$ cat src/hw/rtl/fixed_distance_drive_sequencer_macros.svh
`ifndef FIXED_DISTANCE_DRIVE_SEQUENCER_MACROS_SVH
`define FIXED_DISTANCE_DRIVE_SEQUENCER_MACROS_SVH

// Same-cycle implication, disabled during reset.
`define FDDS_ASSERT_NOW(label, clk, rst, ante, cons, msg) \
   label: assert property (@(posedge clk) disable iff (rst) (ante) |-> (cons)) \
      else $error(msg);

// Next-cycle implication, disabled during reset.
`define FDDS_ASSERT_NEXT(label, clk, rst, ante, cons, msg) \
   label: assert property (@(posedge clk) disable iff (rst) (ante) |=> (cons)) \
      else $error(msg);

`endif

$ cat src/hw/rtl/fdds_pkg.sv
package fdds_pkg;

   localparam int TARGET_BITS    = 31;
   localparam int MAGNITUDE_BITS = 15;
   localparam int DRIVE_BITS     = 16;
   localparam int CSR_INDEX_BITS = 8;
   localparam int CSR_DATA_BITS  = 32;

   localparam int RSP_BITS = DRIVE_BITS + 3 + TARGET_BITS;
   localparam int RSP_W    = ((RSP_BITS + 7) / 8) * 8;

   localparam logic [TARGET_BITS-1:0]    TRAVEL_MAX         = 31'h7FFF_FFFF;
   localparam logic [TARGET_BITS-1:0]    TARGET_RESET       = 31'd2500;
   localparam logic [MAGNITUDE_BITS-1:0] MAGNITUDE_RESET    = 15'd1000;

   typedef enum logic [CSR_INDEX_BITS-1:0] {
      CSR_TARGET_COUNT    = 8'd0,
      CSR_DRIVE_MAGNITUDE = 8'd1
   } csr_index_type;

   typedef struct packed {
      logic fwd_hit;
      logic bwd_hit;
   } wheel_status_type;

endpackage

$ cat src/hw/rtl/fdds_wheel_check.sv
module fdds_wheel_check #(
   parameter int COUNT_BITS = 32
) (
   input  logic [COUNT_BITS-1:0]            now,
   input  logic [COUNT_BITS-1:0]            start,
   input  logic [fdds_pkg::TARGET_BITS-1:0] target,
   output logic [COUNT_BITS-1:0]            diff,
   output fdds_pkg::wheel_status_type       status
);
   import fdds_pkg::*;

   localparam int CMP_BITS = (COUNT_BITS > TARGET_BITS) ? COUNT_BITS : TARGET_BITS + 1;

   logic signed [CMP_BITS-1:0] diff_ext;
   logic signed [CMP_BITS-1:0] tgt_pos;
   logic signed [CMP_BITS-1:0] tgt_neg;

   // wraps modulo 2^COUNT_BITS, read as signed
   assign diff     = now - start;
   assign diff_ext = CMP_BITS'($signed(diff));
   assign tgt_pos  = $signed({{(CMP_BITS-TARGET_BITS){1'b0}}, target});
   assign tgt_neg  = -tgt_pos;

   assign status.fwd_hit = (diff_ext >= tgt_pos);
   assign status.bwd_hit = (diff_ext <= tgt_neg);

endmodule

$ cat src/hw/rtl/fixed_distance_drive_sequencer.sv
// Channel  Dir  Fields (low bit first)
// req      in   WHEELS x count (COUNT_BITS), stop_key, forward_key, backward_key
// rsp      out  motor_drive[16], going_forward, going_backward, reached, travelled[31]
// csr      in   csr_index (0 target_count, 1 drive_magnitude), csr_data
//
// One item per cycle sustained unless rsp stalls; input register, then result register.
// Per-wheel subtract and compare plus drive/mode update sit between the two registers.
// rsp stalls propagate back through one input stage; req waits only once that stage is full.
// Synchronous reset clears control state and loads register defaults.
// csr_ready is always high; writes are expected only while the block is idle.
`include "fixed_distance_drive_sequencer_macros.svh"

module fixed_distance_drive_sequencer #(
   parameter int COUNT_BITS = 32,
   parameter int WHEELS     = 4
) (
   input  logic                                 clock,
   input  logic                                 reset,
   input  logic                                 req_tvalid,
   output logic                                 req_tready,
   // counts[WHEELS*COUNT_BITS], stop_key, forward_key, backward_key, zero pad
   input  logic [(((WHEELS*COUNT_BITS)+3+7)/8)*8-1:0] req_tdata,
   output logic                                 rsp_tvalid,
   input  logic                                 rsp_tready,
   // motor_drive[15:0], going_forward, going_backward, reached, travelled[30:0], zero pad
   output logic [fdds_pkg::RSP_W-1:0]           rsp_tdata,
   input  logic                                 csr_valid,
   output logic                                 csr_ready,
   input  logic [fdds_pkg::CSR_INDEX_BITS-1:0]  csr_index,
   input  logic [fdds_pkg::CSR_DATA_BITS-1:0]   csr_data
);
   import fdds_pkg::*;

   localparam int IN_BITS = WHEELS * COUNT_BITS + 3;
   localparam int IN_W    = ((IN_BITS + 7) / 8) * 8;
   localparam int MAG_W   = (COUNT_BITS > TARGET_BITS) ? COUNT_BITS : TARGET_BITS;

   logic                      s1_valid_ff, s1_valid_in;
   logic [IN_W-1:0]           s1_data_ff;
   logic                      rsp_valid_ff, rsp_valid_in;
   logic [RSP_W-1:0]          rsp_data_ff, rsp_data_in;
   logic                      fwd_prev_ff, bwd_prev_ff;
   logic                      fwd_mode_ff, fwd_mode_in;
   logic                      bwd_mode_ff, bwd_mode_in;
   logic                      finished_ff, finished_in;
   logic [DRIVE_BITS-1:0]     drive_ff, drive_in;
   logic [COUNT_BITS-1:0]     start_ff [WHEELS];
   logic [TARGET_BITS-1:0]    target_ff;
   logic [MAGNITUDE_BITS-1:0] magnitude_ff;

   logic                      advance;
   logic                      stop_key, fwd_key, bwd_key;
   logic                      fwd_edge, bwd_edge, capture;
   logic [COUNT_BITS-1:0]     now      [WHEELS];
   logic [COUNT_BITS-1:0]     start_sel[WHEELS];
   logic [COUNT_BITS-1:0]     diff     [WHEELS];
   wheel_status_type          status   [WHEELS];
   logic [WHEELS-1:0]         fwd_hits, bwd_hits;
   logic                      all_hit, check, reached;
   logic [COUNT_BITS-1:0]     mag;
   logic [MAG_W-1:0]          mag_ext;
   logic [TARGET_BITS-1:0]    travelled;
   logic [DRIVE_BITS-1:0]     drive_pos;

   assign advance     = s1_valid_ff & (~rsp_valid_ff | rsp_tready);
   assign req_tready  = ~s1_valid_ff | advance;
   assign s1_valid_in = req_tvalid & req_tready ? 1'b1 : (advance ? 1'b0 : s1_valid_ff);
   assign rsp_valid_in = advance ? 1'b1 : (rsp_tready ? 1'b0 : rsp_valid_ff);
   assign csr_ready   = 1'b1;
   assign rsp_tvalid  = rsp_valid_ff;
   assign rsp_tdata   = rsp_data_ff;

   assign stop_key = s1_data_ff[WHEELS*COUNT_BITS];
   assign fwd_key  = s1_data_ff[WHEELS*COUNT_BITS+1];
   assign bwd_key  = s1_data_ff[WHEELS*COUNT_BITS+2];
   assign fwd_edge = fwd_key & ~fwd_prev_ff;
   assign bwd_edge = bwd_key & ~bwd_prev_ff;
   assign capture  = fwd_edge | bwd_edge;

   for (genvar w = 0; w < WHEELS; w++) begin : g_wheel
      assign now[w]       = s1_data_ff[w*COUNT_BITS +: COUNT_BITS];
      assign start_sel[w] = capture ? now[w] : start_ff[w];
      assign fwd_hits[w]  = status[w].fwd_hit;
      assign bwd_hits[w]  = status[w].bwd_hit;

      fdds_wheel_check #(
         .COUNT_BITS (COUNT_BITS)
      ) u_check (
         .now    (now[w]),
         .start  (start_sel[w]),
         .target (target_ff),
         .diff   (diff[w]),
         .status (status[w])
      );
   end

   assign drive_pos = {1'b0, magnitude_ff};
   assign mag       = diff[0][COUNT_BITS-1] ? (~diff[0] + 1'b1) : diff[0];
   assign mag_ext   = MAG_W'(mag);
   assign travelled = (mag_ext > MAG_W'(TRAVEL_MAX)) ? TRAVEL_MAX : mag_ext[TARGET_BITS-1:0];

   always_comb begin
      fwd_mode_in = fwd_mode_ff;
      bwd_mode_in = bwd_mode_ff;
      finished_in = finished_ff;
      drive_in    = drive_ff;
      reached     = 1'b0;
      if (stop_key) begin
         fwd_mode_in = 1'b0;
         bwd_mode_in = 1'b0;
         finished_in = 1'b0;
         drive_in    = '0;
      end
      if (fwd_edge) begin
         fwd_mode_in = 1'b1;
         bwd_mode_in = 1'b0;
         finished_in = 1'b0;
         drive_in    = drive_pos;
      end
      if (bwd_edge) begin
         bwd_mode_in = 1'b1;
         fwd_mode_in = 1'b0;
         finished_in = 1'b0;
         drive_in    = -drive_pos;
      end
      check   = (fwd_mode_in | bwd_mode_in) & (drive_in != '0) & ~finished_in;
      all_hit = drive_in[DRIVE_BITS-1] ? (&bwd_hits) : (&fwd_hits);
      if (check && all_hit) begin
         finished_in = 1'b1;
         drive_in    = '0;
         reached     = 1'b1;
      end
      rsp_data_in = RSP_W'({(reached ? travelled : {TARGET_BITS{1'b0}}), reached,
                            bwd_mode_in, fwd_mode_in, drive_in});
   end

   always_ff @(posedge clock) begin
      if (reset) begin
         s1_valid_ff  <= 1'b0;
         rsp_valid_ff <= 1'b0;
         fwd_prev_ff  <= 1'b0;
         bwd_prev_ff  <= 1'b0;
         fwd_mode_ff  <= 1'b0;
         bwd_mode_ff  <= 1'b0;
         finished_ff  <= 1'b0;
         drive_ff     <= '0;
         target_ff    <= TARGET_RESET;
         magnitude_ff <= MAGNITUDE_RESET;
      end else begin
         s1_valid_ff  <= s1_valid_in;
         rsp_valid_ff <= rsp_valid_in;
         if (advance) begin
            fwd_prev_ff <= fwd_key;
            bwd_prev_ff <= bwd_key;
            fwd_mode_ff <= fwd_mode_in;
            bwd_mode_ff <= bwd_mode_in;
            finished_ff <= finished_in;
            drive_ff    <= drive_in;
         end
         if (csr_valid && csr_ready) begin
            case (csr_index)
               CSR_TARGET_COUNT:    target_ff    <= csr_data[TARGET_BITS-1:0];
               CSR_DRIVE_MAGNITUDE: magnitude_ff <= csr_data[MAGNITUDE_BITS-1:0];
               default: ;
            endcase
         end
      end
   end

   always_ff @(posedge clock) begin
      if (req_tvalid && req_tready) begin
         s1_data_ff <= req_tdata;
      end
      if (advance) begin
         rsp_data_ff <= rsp_data_in;
         if (capture) begin
            for (int w = 0; w < WHEELS; w++) begin
               start_ff[w] <= now[w];
            end
         end
      end
   end

   `FDDS_ASSERT_NOW(a_modes_exclusive, clock, reset, 1'b1, !(fwd_mode_ff && bwd_mode_ff), "both modes set")
   `FDDS_ASSERT_NOW(a_drive_has_mode, clock, reset, drive_ff != '0, fwd_mode_ff || bwd_mode_ff, "drive without mode")
   `FDDS_ASSERT_NOW(a_drive_sign, clock, reset, (drive_ff != '0) && !drive_ff[DRIVE_BITS-1], fwd_mode_ff, "positive drive outside forward mode")
   `FDDS_ASSERT_NOW(a_reached_stops, clock, reset, rsp_valid_ff && rsp_data_ff[DRIVE_BITS+2], rsp_data_ff[DRIVE_BITS-1:0] == '0, "reached with drive on")
   `FDDS_ASSERT_NEXT(a_advance_fills_rsp, clock, reset, advance, rsp_valid_ff, "result register not loaded")

endmodule

$ cat config.mk
export PLATFORM = sky130hd
export DESIGN_NAME = fixed_distance_drive_sequencer
export DESIGN_NICKNAME = d
export VERILOG_FILES = /design/src/hw/rtl/fdds_pkg.sv /design/src/hw/rtl/fdds_wheel_check.sv /design/src/hw/rtl/fixed_distance_drive_sequencer.sv
export VERILOG_INCLUDE_DIRS = /design/src /design/src/hw/rtl
export SDC_FILE = /design/constraint.sdc
export NUM_CORES = 1
export LEC_CHECK = 0
export ABC_CLOCK_PERIOD_IN_PS = 9300
export BUFFER_PORTS_ARGS = -buffer_cell sky130_fd_sc_hd__buf_2
export CAP_MARGIN = 20
export CORE_MARGIN = 5
export CORE_UTILIZATION = 25
export CTS_BUF_LIST = sky130_fd_sc_hd__clkbuf_8 sky130_fd_sc_hd__clkbuf_16
export DETAILED_ROUTE_END_ITERATION = 10
export GPL_TIMING_DRIVEN = 0
export HOLD_SLACK_MARGIN = 0.05
export PLACE_DENSITY_LB_ADDON = 0.12
export SYNTH_ARGS = -nofsm -noshare
export SYNTH_HDL_FRONTEND = slang
export SYNTH_SLANG_ARGS = --single-unit
$ cat constraint.sdc
create_clock -name clock -period 9.3 [get_ports clock]
set_clock_uncertainty 0.2 [all_clocks]
set_input_delay 0.465 -clock clock [delete_from_list [all_inputs] [get_ports clock]]
set_output_delay 0.465 -clock clock [all_outputs]
set_load 0.01 [all_outputs]
==> results.md, run 1 <==
### STA
* 0 — Hold Fails Final Rpt
* 0.9401 — Tcrit/Tclk final
* false — unrepaired setup endpoints after global routing
* 556.7 ps — Worst Slack Setup Final
* 0 — final number of setup-violating endpoints
* 0.2409 — Slew Limit Headroom
* 114.4 MHz — Fmax achieved
* 1136 ps — slew at the pin closest to its max-slew limit
* 0 — Max Slew Vio Count
* 8743 ps — final worst path period need

### Power and ir drop
* 5.811 mW — overall power
* 13.81 nW — leakage component of the power
* 0.1167 mV — Peak supply drop
* 173.3 nW/um^2 — power density relative to cell area

### Finish
* sky130_fd_sc_hd__ha_1 (373), sky130_fd_sc_hd__edfxtp_1 (309), sky130_fd_sc_hd__buf_2 (234), sky130_fd_sc_hd__a21oi_1 (233), sky130_fd_sc_hd__nand2_1 (177) — most frequent cells in the layout
* 33520 um^2 — final instance area
* 3650 — Post-layout nets
* 4535 — fin cells
* 24.43% — synth-to-layout area growth
* sky130_fd_sc_hd__ha_1 — most common library cell in the layout ignoring fill and taps
* 0.1227 — share of post-route cells with drive strength above 1

### Placed design
* 4279 — placed cell count
* -1975 ps — worst setup timing slack at the placement stage
* 0.8756 — Final GP Congestion
* 74750 um — detailed placement HPWL
* 225 — number of I/O port buffers
* 30120 um^2 — Area after DPL

### Yosys
* 26940 um^2 — cell area after technology mapping
* 2633 — gate count of the mapped netlist
* 0.3957 — sequential fraction of the synthesis area
* 0.05090 — XOR/XNOR Fraction of Synth Area
* 0.1762 — adder-cell share of the synthesized area
* 10.23 um^2 — average cell area after synthesis
* 0.3444 — area share of the largest cell type after synthesis
* 378 — post-synthesis sequential element count
* 0 — ys async rst share
* sky130_fd_sc_hd__edfxtp_1 (34%), sky130_fd_sc_hd__ha_1 (17%), sky130_fd_sc_hd__dfxtp_1 (5.1%) — most area-consuming cells after synthesis
* sky130_fd_sc_hd__edfxtp_1 — most instantiated flip-flop cell in the synthesis netlist
* 0.1296 — area fraction in and, or, nand and nor cells after synthesis
* 0 — number of warning messages in the yosys log
* 0.1724 — fraction of the mapped netlist area in compound gates
* adder cells — main combinational cell family by area after synthesis
* 309 — number of flops mapped to enable cells by yosys
* 0.04755 — multiplexer share of the synthesized area
* sky130_fd_sc_hd__edfxtp_1 — leading area contributor after synthesis
* 84 — Cell variety after synth

### Clocking
* 60 ps — clock transition time at the flip-flop clock pins of the worst setup and hold paths
* sky130_fd_sc_hd__clkbuf_16 — root buffer cell
* 47 — Num CTS Buffers
* 630 ps — worst-skew pair later-pin latency
* 3 — worst-case clock buffer depth
* yes — clock tree from TritonCTS
* 378 — clk sink count
* 2 — depth of the CTS H-tree

### Route
* 1258 — initial drt markers
* 4.874 — post-DR vias/cell
* 20.21 um — average wire per standard cell
* 0 — Antenna Nets Post-Route
* 22.11k — count of vias placed by the detailed router
* 5 — Detailed Routing Iterations Pass 1
* 91650 um — WL final
* 0 — # DRC

### Floorplan
* 338.3 um — Die Span Y
* 240 — io pins
* 107100 um^2 — core box area
* 114400 um^2 — full die area
* 0.2517 — effective utilization at floorplan
* 120 — number of core rows
* 338.3 um — overall die width

### Global routing
* 0.1552 — overall global routing resource usage
* 22.22k — vias in the first global route
* 0 — overflow left after global routing
* 1 — number of antenna violations at the first check in global routing
* 71 — largest net degree at the start of global routing
* 137800 um — wire length of the first global-routing pass

### Setup path
* 520 ps — CP peak stage delay
* compound AO/OA/AOI/OAI gates — cell family with most CP delay
* sky130_fd_sc_hd__nor2b_1 — standard cell with the maximum stage delay on the critical path
* sky130_fd_sc_hd__a21oi_1 — most repeated library cell on the critical path
* 6 — number of buffers and inverters on the critical path
* 8910 ps — data arrival time of the critical path
* flop — critical path startpoint category
* 10 — CP Max Fanout
* flop to flop — worst setup path class
* flop — type of element capturing the critical path
* 9460 ps — required time at the endpoint of the critical path

### Job
* 0 — max-cap violation count

### Status
* finished clean — outcome

### Hold path
* input pin to flop — worst hold-check path type

-- repair_timing --
item / CTS / global route
endpoints found under the hold margin: 179 / 0
hold buffers: 166 / 0
buffers inserted: 1 / 0
gates resized for setup: 16 / 20
endpoints found under the setup margin: 65 / 60
pin swaps: 1 / 2
-- flip-flops by register name, indices dropped and copies added (netlist names) --
register and cells:
s1_valid_ff 1, bwd_prev_ff 1, start_ff 128, fwd_prev_ff 1, s1_data_ff 131, fwd_mode_ff 1, bwd_mode_ff 1, target_ff 31
magnitude_ff 15, rsp_tdata 50, finished_ff 1, rsp_tvalid 1, drive_ff 16
-- worst min-delay path, delay by kind of cell --
kind / cells / cell delay (ps)
buffers and inverters: 1 / 70
and+or+nand+nor: 4 / 330
AOI/OAI and AO/OA: 1 / 110
-- cell type report --
cell class / count / area (um^2)
buffer: 75 / 352.8
multi-input combinational: 2076 / 15680
tap: 1403 / 1755
timing repair buffer: 406 / 3063
clock inverter: 34 / 316.6
inverter: 108 / 406.6
fill: 11010 / 73530
antenna: 2 / 5.005
sequential: 378 / 10660
clock buffer: 53 / 1281
-- synth_stat cells, drive strengths merged, types with 17 or more instances --
library cell  number
clkbuf            51
nand3b            19
a21o             120
inv              106
and3              21
a21oi            234
nor2             173
xnor2            123
nand4             39
a221oi            18
a211oi            24
mux2i            128
nor3              56
nor2b             33
o21a              26
nand3             52
edfxtp           309
nand2            177
nor4              25
o21bai            23
nand2b            24
o31ai             26
a211o             17
dfxtp             69
ha               373
o21ai            113
xor2              31
buf               25
-- power breakdown --
part	total (mW)	switching, mW	internal (mW)
registers	1.97	0.0433	1.92
clock network	1.89	0.782	1.11
logic	1.95	1.18	0.777
-- metal layers --
layer / up-vias / share of wire / GRT usage
met5: - / 0 / 0
met4: 0 / 0.020 / 0.03330
met3: 98 / 0.036 / 0.02153
met2: 444 / 0.47 / 0.2662
met1: 10640 / 0.47 / 0.2091
li1: 10930 / - / -
-- final timing paths --
check | end | slack (ps) | start | cells past startpoint
worst max-delay path | rsp_tdata[4]$_DFFE_PP_ | 560 | s1_data_ff[129]$_DFFE_PP_ | 36
worst min-delay path | target_ff[2]$_SDFFE_PP1P_ | 180 | csr_index[4] | 6
worst max register to register | rsp_tdata[4]$_DFFE_PP_ | 560 | s1_data_ff[129]$_DFFE_PP_ | 36
worst min register to register | drive_ff[12]$_SDFFE_PP0P_ | 270 | drive_ff[12]$_SDFFE_PP0P_ | 2
-- cells by family after synthesis --
group | after synthesis
flops | 378
simple gates | 699
buf+inv | 184
other cells | 2
xor+xnor | 155
compound gates | 710
mux | 128
fa+ha+maj | 377
-- through the flow --
step / TNS, ps / utilization / hold slack (ps)
after floorplan: 0 / - / 226.4
after global placement: -616430 / 0.2788 / 247.3
after detailed placement: -110720 / 0.2814 / 255.0
after CTS: 0 / 0.3124 / 225.3
after global routing: 0 / 0.3131 / 222.1
final: 0 / 0.3132 / 178.6
(Power assumes the default switching activity.)
==> run 2: changes to the inputs <==
Settings changed: CELL_PAD_IN_SITES_DETAIL_PLACEMENT set to 0, CELL_PAD_IN_SITES_GLOBAL_PLACEMENT set to 1, CORE_UTILIZATION 25 to 40, PLACE_DENSITY set to 0.72, PLACE_DENSITY_LB_ADDON 0.12 to not set.
==> results.md, run 2 (synthesis results as in run 1) <==
### STA
* 421.4 ps — Worst Slack Setup Final, was 556.7 ps
* 0 ps — Sum Neg Setup Slack, unchanged
* 112.6 MHz — Fmax achieved, was 114.4 MHz
* 0.9547 — Tcrit/Tclk final, was 0.9401
* 145.4 ps — hold_ws, was 178.6 ps
* 8879 ps — final worst path period need, was 8743 ps
* 0.2966 — Slew Limit Headroom, was 0.2409
* 0 — Max Slew Vio Count, unchanged
* 1053 ps — slew at the pin closest to its max-slew limit, was 1136 ps
* false — unrepaired setup endpoints after global routing, unchanged
* 0 — Hold Fails Final Rpt, unchanged
* 0 — final number of setup-violating endpoints, unchanged

### Global routing
* 22.17k — vias in the first global route, was 22.22k
* 0 — overflow left after global routing, unchanged
* 0.2160 — overall global routing resource usage, was 0.1552
* 125200 um — wire length of the first global-routing pass, was 137800 um
* 75 — largest net degree at the start of global routing, was 71
* 0 — number of antenna violations at the first check in global routing, was 1

### Finish
* 15650 um^2 — multi-input gate area in the final layout, was 15680 um^2
* 3642 — Post-layout nets, was 3650
* 20.92% — synth-to-layout area growth, was 24.43%
* 32580 um^2 — final instance area, was 33520 um^2
* sky130_fd_sc_hd__ha_1 (373), sky130_fd_sc_hd__edfxtp_1 (309), sky130_fd_sc_hd__buf_2 (234), sky130_fd_sc_hd__a21oi_1 (233), sky130_fd_sc_hd__nand2_1 (177) — most frequent cells in the layout, unchanged
* 3991 — fin cells, was 4535
* 10660 um^2 — Storage cell area, unchanged
* sky130_fd_sc_hd__ha_1 — most common library cell in the layout ignoring fill and taps, unchanged
* 0 — antenna diode count, was 2
* 131 — max reg flops, unchanged
* s1_data_ff — register with the most flip-flops, unchanged
* 0.1171 — share of post-route cells with drive strength above 1, was 0.1227
* 6157 — fillers, was 11.01k

### Setup path
* flop — critical path startpoint category, unchanged
* flop to flop — worst setup path class, unchanged
* sky130_fd_sc_hd__o21bai_1 — standard cell with the maximum stage delay on the critical path, was sky130_fd_sc_hd__nor2b_1
* 10 — CP Max Fanout, unchanged
* 580 ps — CP peak stage delay, was 520 ps
* 9400 ps — required time at the endpoint of the critical path, was 9460 ps
* 8980 ps — data arrival time of the critical path, was 8910 ps
* sky130_fd_sc_hd__a21oi_1 — most repeated library cell on the critical path, unchanged
* flop — type of element capturing the critical path, unchanged

### Placed design
* -1253 ps — worst setup timing slack at the placement stage, was -1975 ps
* 29400 um^2 — Area after DPL, was 30120 um^2
* 3746 — placed cell count, was 4279
* 0.8991 — Final GP Congestion, was 0.8756
* 225 — number of I/O port buffers, unchanged
* 64440 um — detailed placement HPWL, was 74750 um

### Clocking
* 378 — clk sink count, unchanged
* 60 ps — clock transition time at the flip-flop clock pins of the worst setup and hold paths, about the same
* 2 — depth of the CTS H-tree, unchanged
* yes — clock tree from TritonCTS, unchanged
* 44 — Num CTS Buffers, was 47
* 3 — worst-case clock buffer depth, unchanged
* 0 — number of buffers inserted by post-CTS setup repair, was 1
* 580 ps — worst-skew pair later-pin latency, was 630 ps
* sky130_fd_sc_hd__clkbuf_16 — root buffer cell, unchanged

### Floorplan
* 269.5 um — Die Span Y, was 338.3 um
* 269.5 um — overall die width, was 338.3 um
* 95 — number of core rows, was 120
* 0.4019 — effective utilization at floorplan, was 0.2517
* 67040 um^2 — core box area, was 107100 um^2
* 72650 um^2 — full die area, was 114400 um^2
* 240 — io pins, unchanged

### Job
* 0 — max-cap violation count, unchanged

### Hold path
* input pin to flop — worst hold-check path type, unchanged

### Status
* finished clean — outcome, unchanged

### Route
* 5.520 — post-DR vias/cell, was 4.874
* 22.03k — count of vias placed by the detailed router, was 22.11k
* 0 — Antenna Nets Post-Route, unchanged
* 1292 — initial drt markers, was 1258
* 81260 um — WL final, was 91650 um
* 0 — # DRC, unchanged
* 20.36 um — average wire per standard cell, was 20.21 um
* 7 — Detailed Routing Iterations Pass 1, was 5

### Power and ir drop
* 13.67 nW — leakage component of the power, was 13.81 nW
* 0.1502 mV — Peak supply drop, was 0.1167 mV
* 171.9 nW/um^2 — power density relative to cell area, was 173.3 nW/um^2

==> run 2: changes by cell type in the layout (fill, tap and decap cells not counted), moves of 3 or more <==
| cell | change |
|---|---|
| sky130_fd_sc_hd__clkinv_4 | +3 |
| sky130_fd_sc_hd__clkinv_1 | +5 |
| sky130_fd_sc_hd__clkbuf_8 | -4 |
| sky130_fd_sc_hd__clkinv_2 | -5 |
| sky130_fd_sc_hd__clkbuf_16 | -4 |
| sky130_fd_sc_hd__buf_16 | -3 |
==> run 2: worst paths after layout <==
check                             startpoint                      endpoint  slack (ps)  cells past startpoint
setup reg to reg   s1_data_ff[130]$_DFFE_PP_        rsp_tdata[7]$_DFFE_PP_         420                     36
setup / recovery   s1_data_ff[130]$_DFFE_PP_        rsp_tdata[7]$_DFFE_PP_         420                     36
hold / removal                  csr_index[0]  magnitude_ff[3]$_SDFFE_PP1P_         150                      4
hold reg to reg   target_ff[24]$_SDFFE_PP0P_    target_ff[24]$_SDFFE_PP0P_         260                      2
==> run 2: repair_timing <==
| action | 4_1_cts | 5_1_grt |
|---|---|---|
| hold buffers | 165 | 0 |
| pin swaps | 0 | 1 |
| endpoints found under the hold margin | 179 | 0 |
| resized for setup | 11 | 22 |
| endpoints found under the setup margin | 65 | 62 |
==> run 2: through the flow <==
step                      total power [mW]  utilization
after floorplan                      3.258            -
after global placement               3.755       0.4353
after detailed placement             3.802       0.4385
after CTS                            5.644       0.4852
after global routing                 5.946       0.4860
final                                5.599       0.4860
==> run 2: metal layers <==
layer  routed length, um  vias to the layer above  global-route usage
li1                    -                    10910                   -
met1               36470                    10470              0.2840
met2               38840                      533              0.3740
met3                3628                      114             0.02978
met4                2327                        0             0.06056
met5                   0                        -                   0
==> run 2: layout make-up <==
class                   count  share of cell area
plain buffers              76             0.01083
clock buffers              45             0.03456
clock inverters            35             0.01002
inverters                 108             0.01248
multi-input cells        2076              0.4802
flip-flops and latches    378              0.3272
well taps                 873             0.03353
repair buffers            400             0.09113
==> run 2: power breakdown <==
part	switching (mW)	internal, mW	total, mW
clock	0.728	1.03	1.75
sequential	0.0416	1.92	1.97
combinational	1.11	0.769	1.88
total	1.88	3.72	5.60
==> run 2: critical path: cells and delay by family (launching register included) <==
family | cells | cell delay [ps]
adders and majority gates | 2 | 740
buffers and inverters | 7 | 1530
and+or+nand+nor | 6 | 940
AOI/OAI and AO/OA | 19 | 4310
xor gates and xnor gates | 2 | 450
DFF | 1 | 410
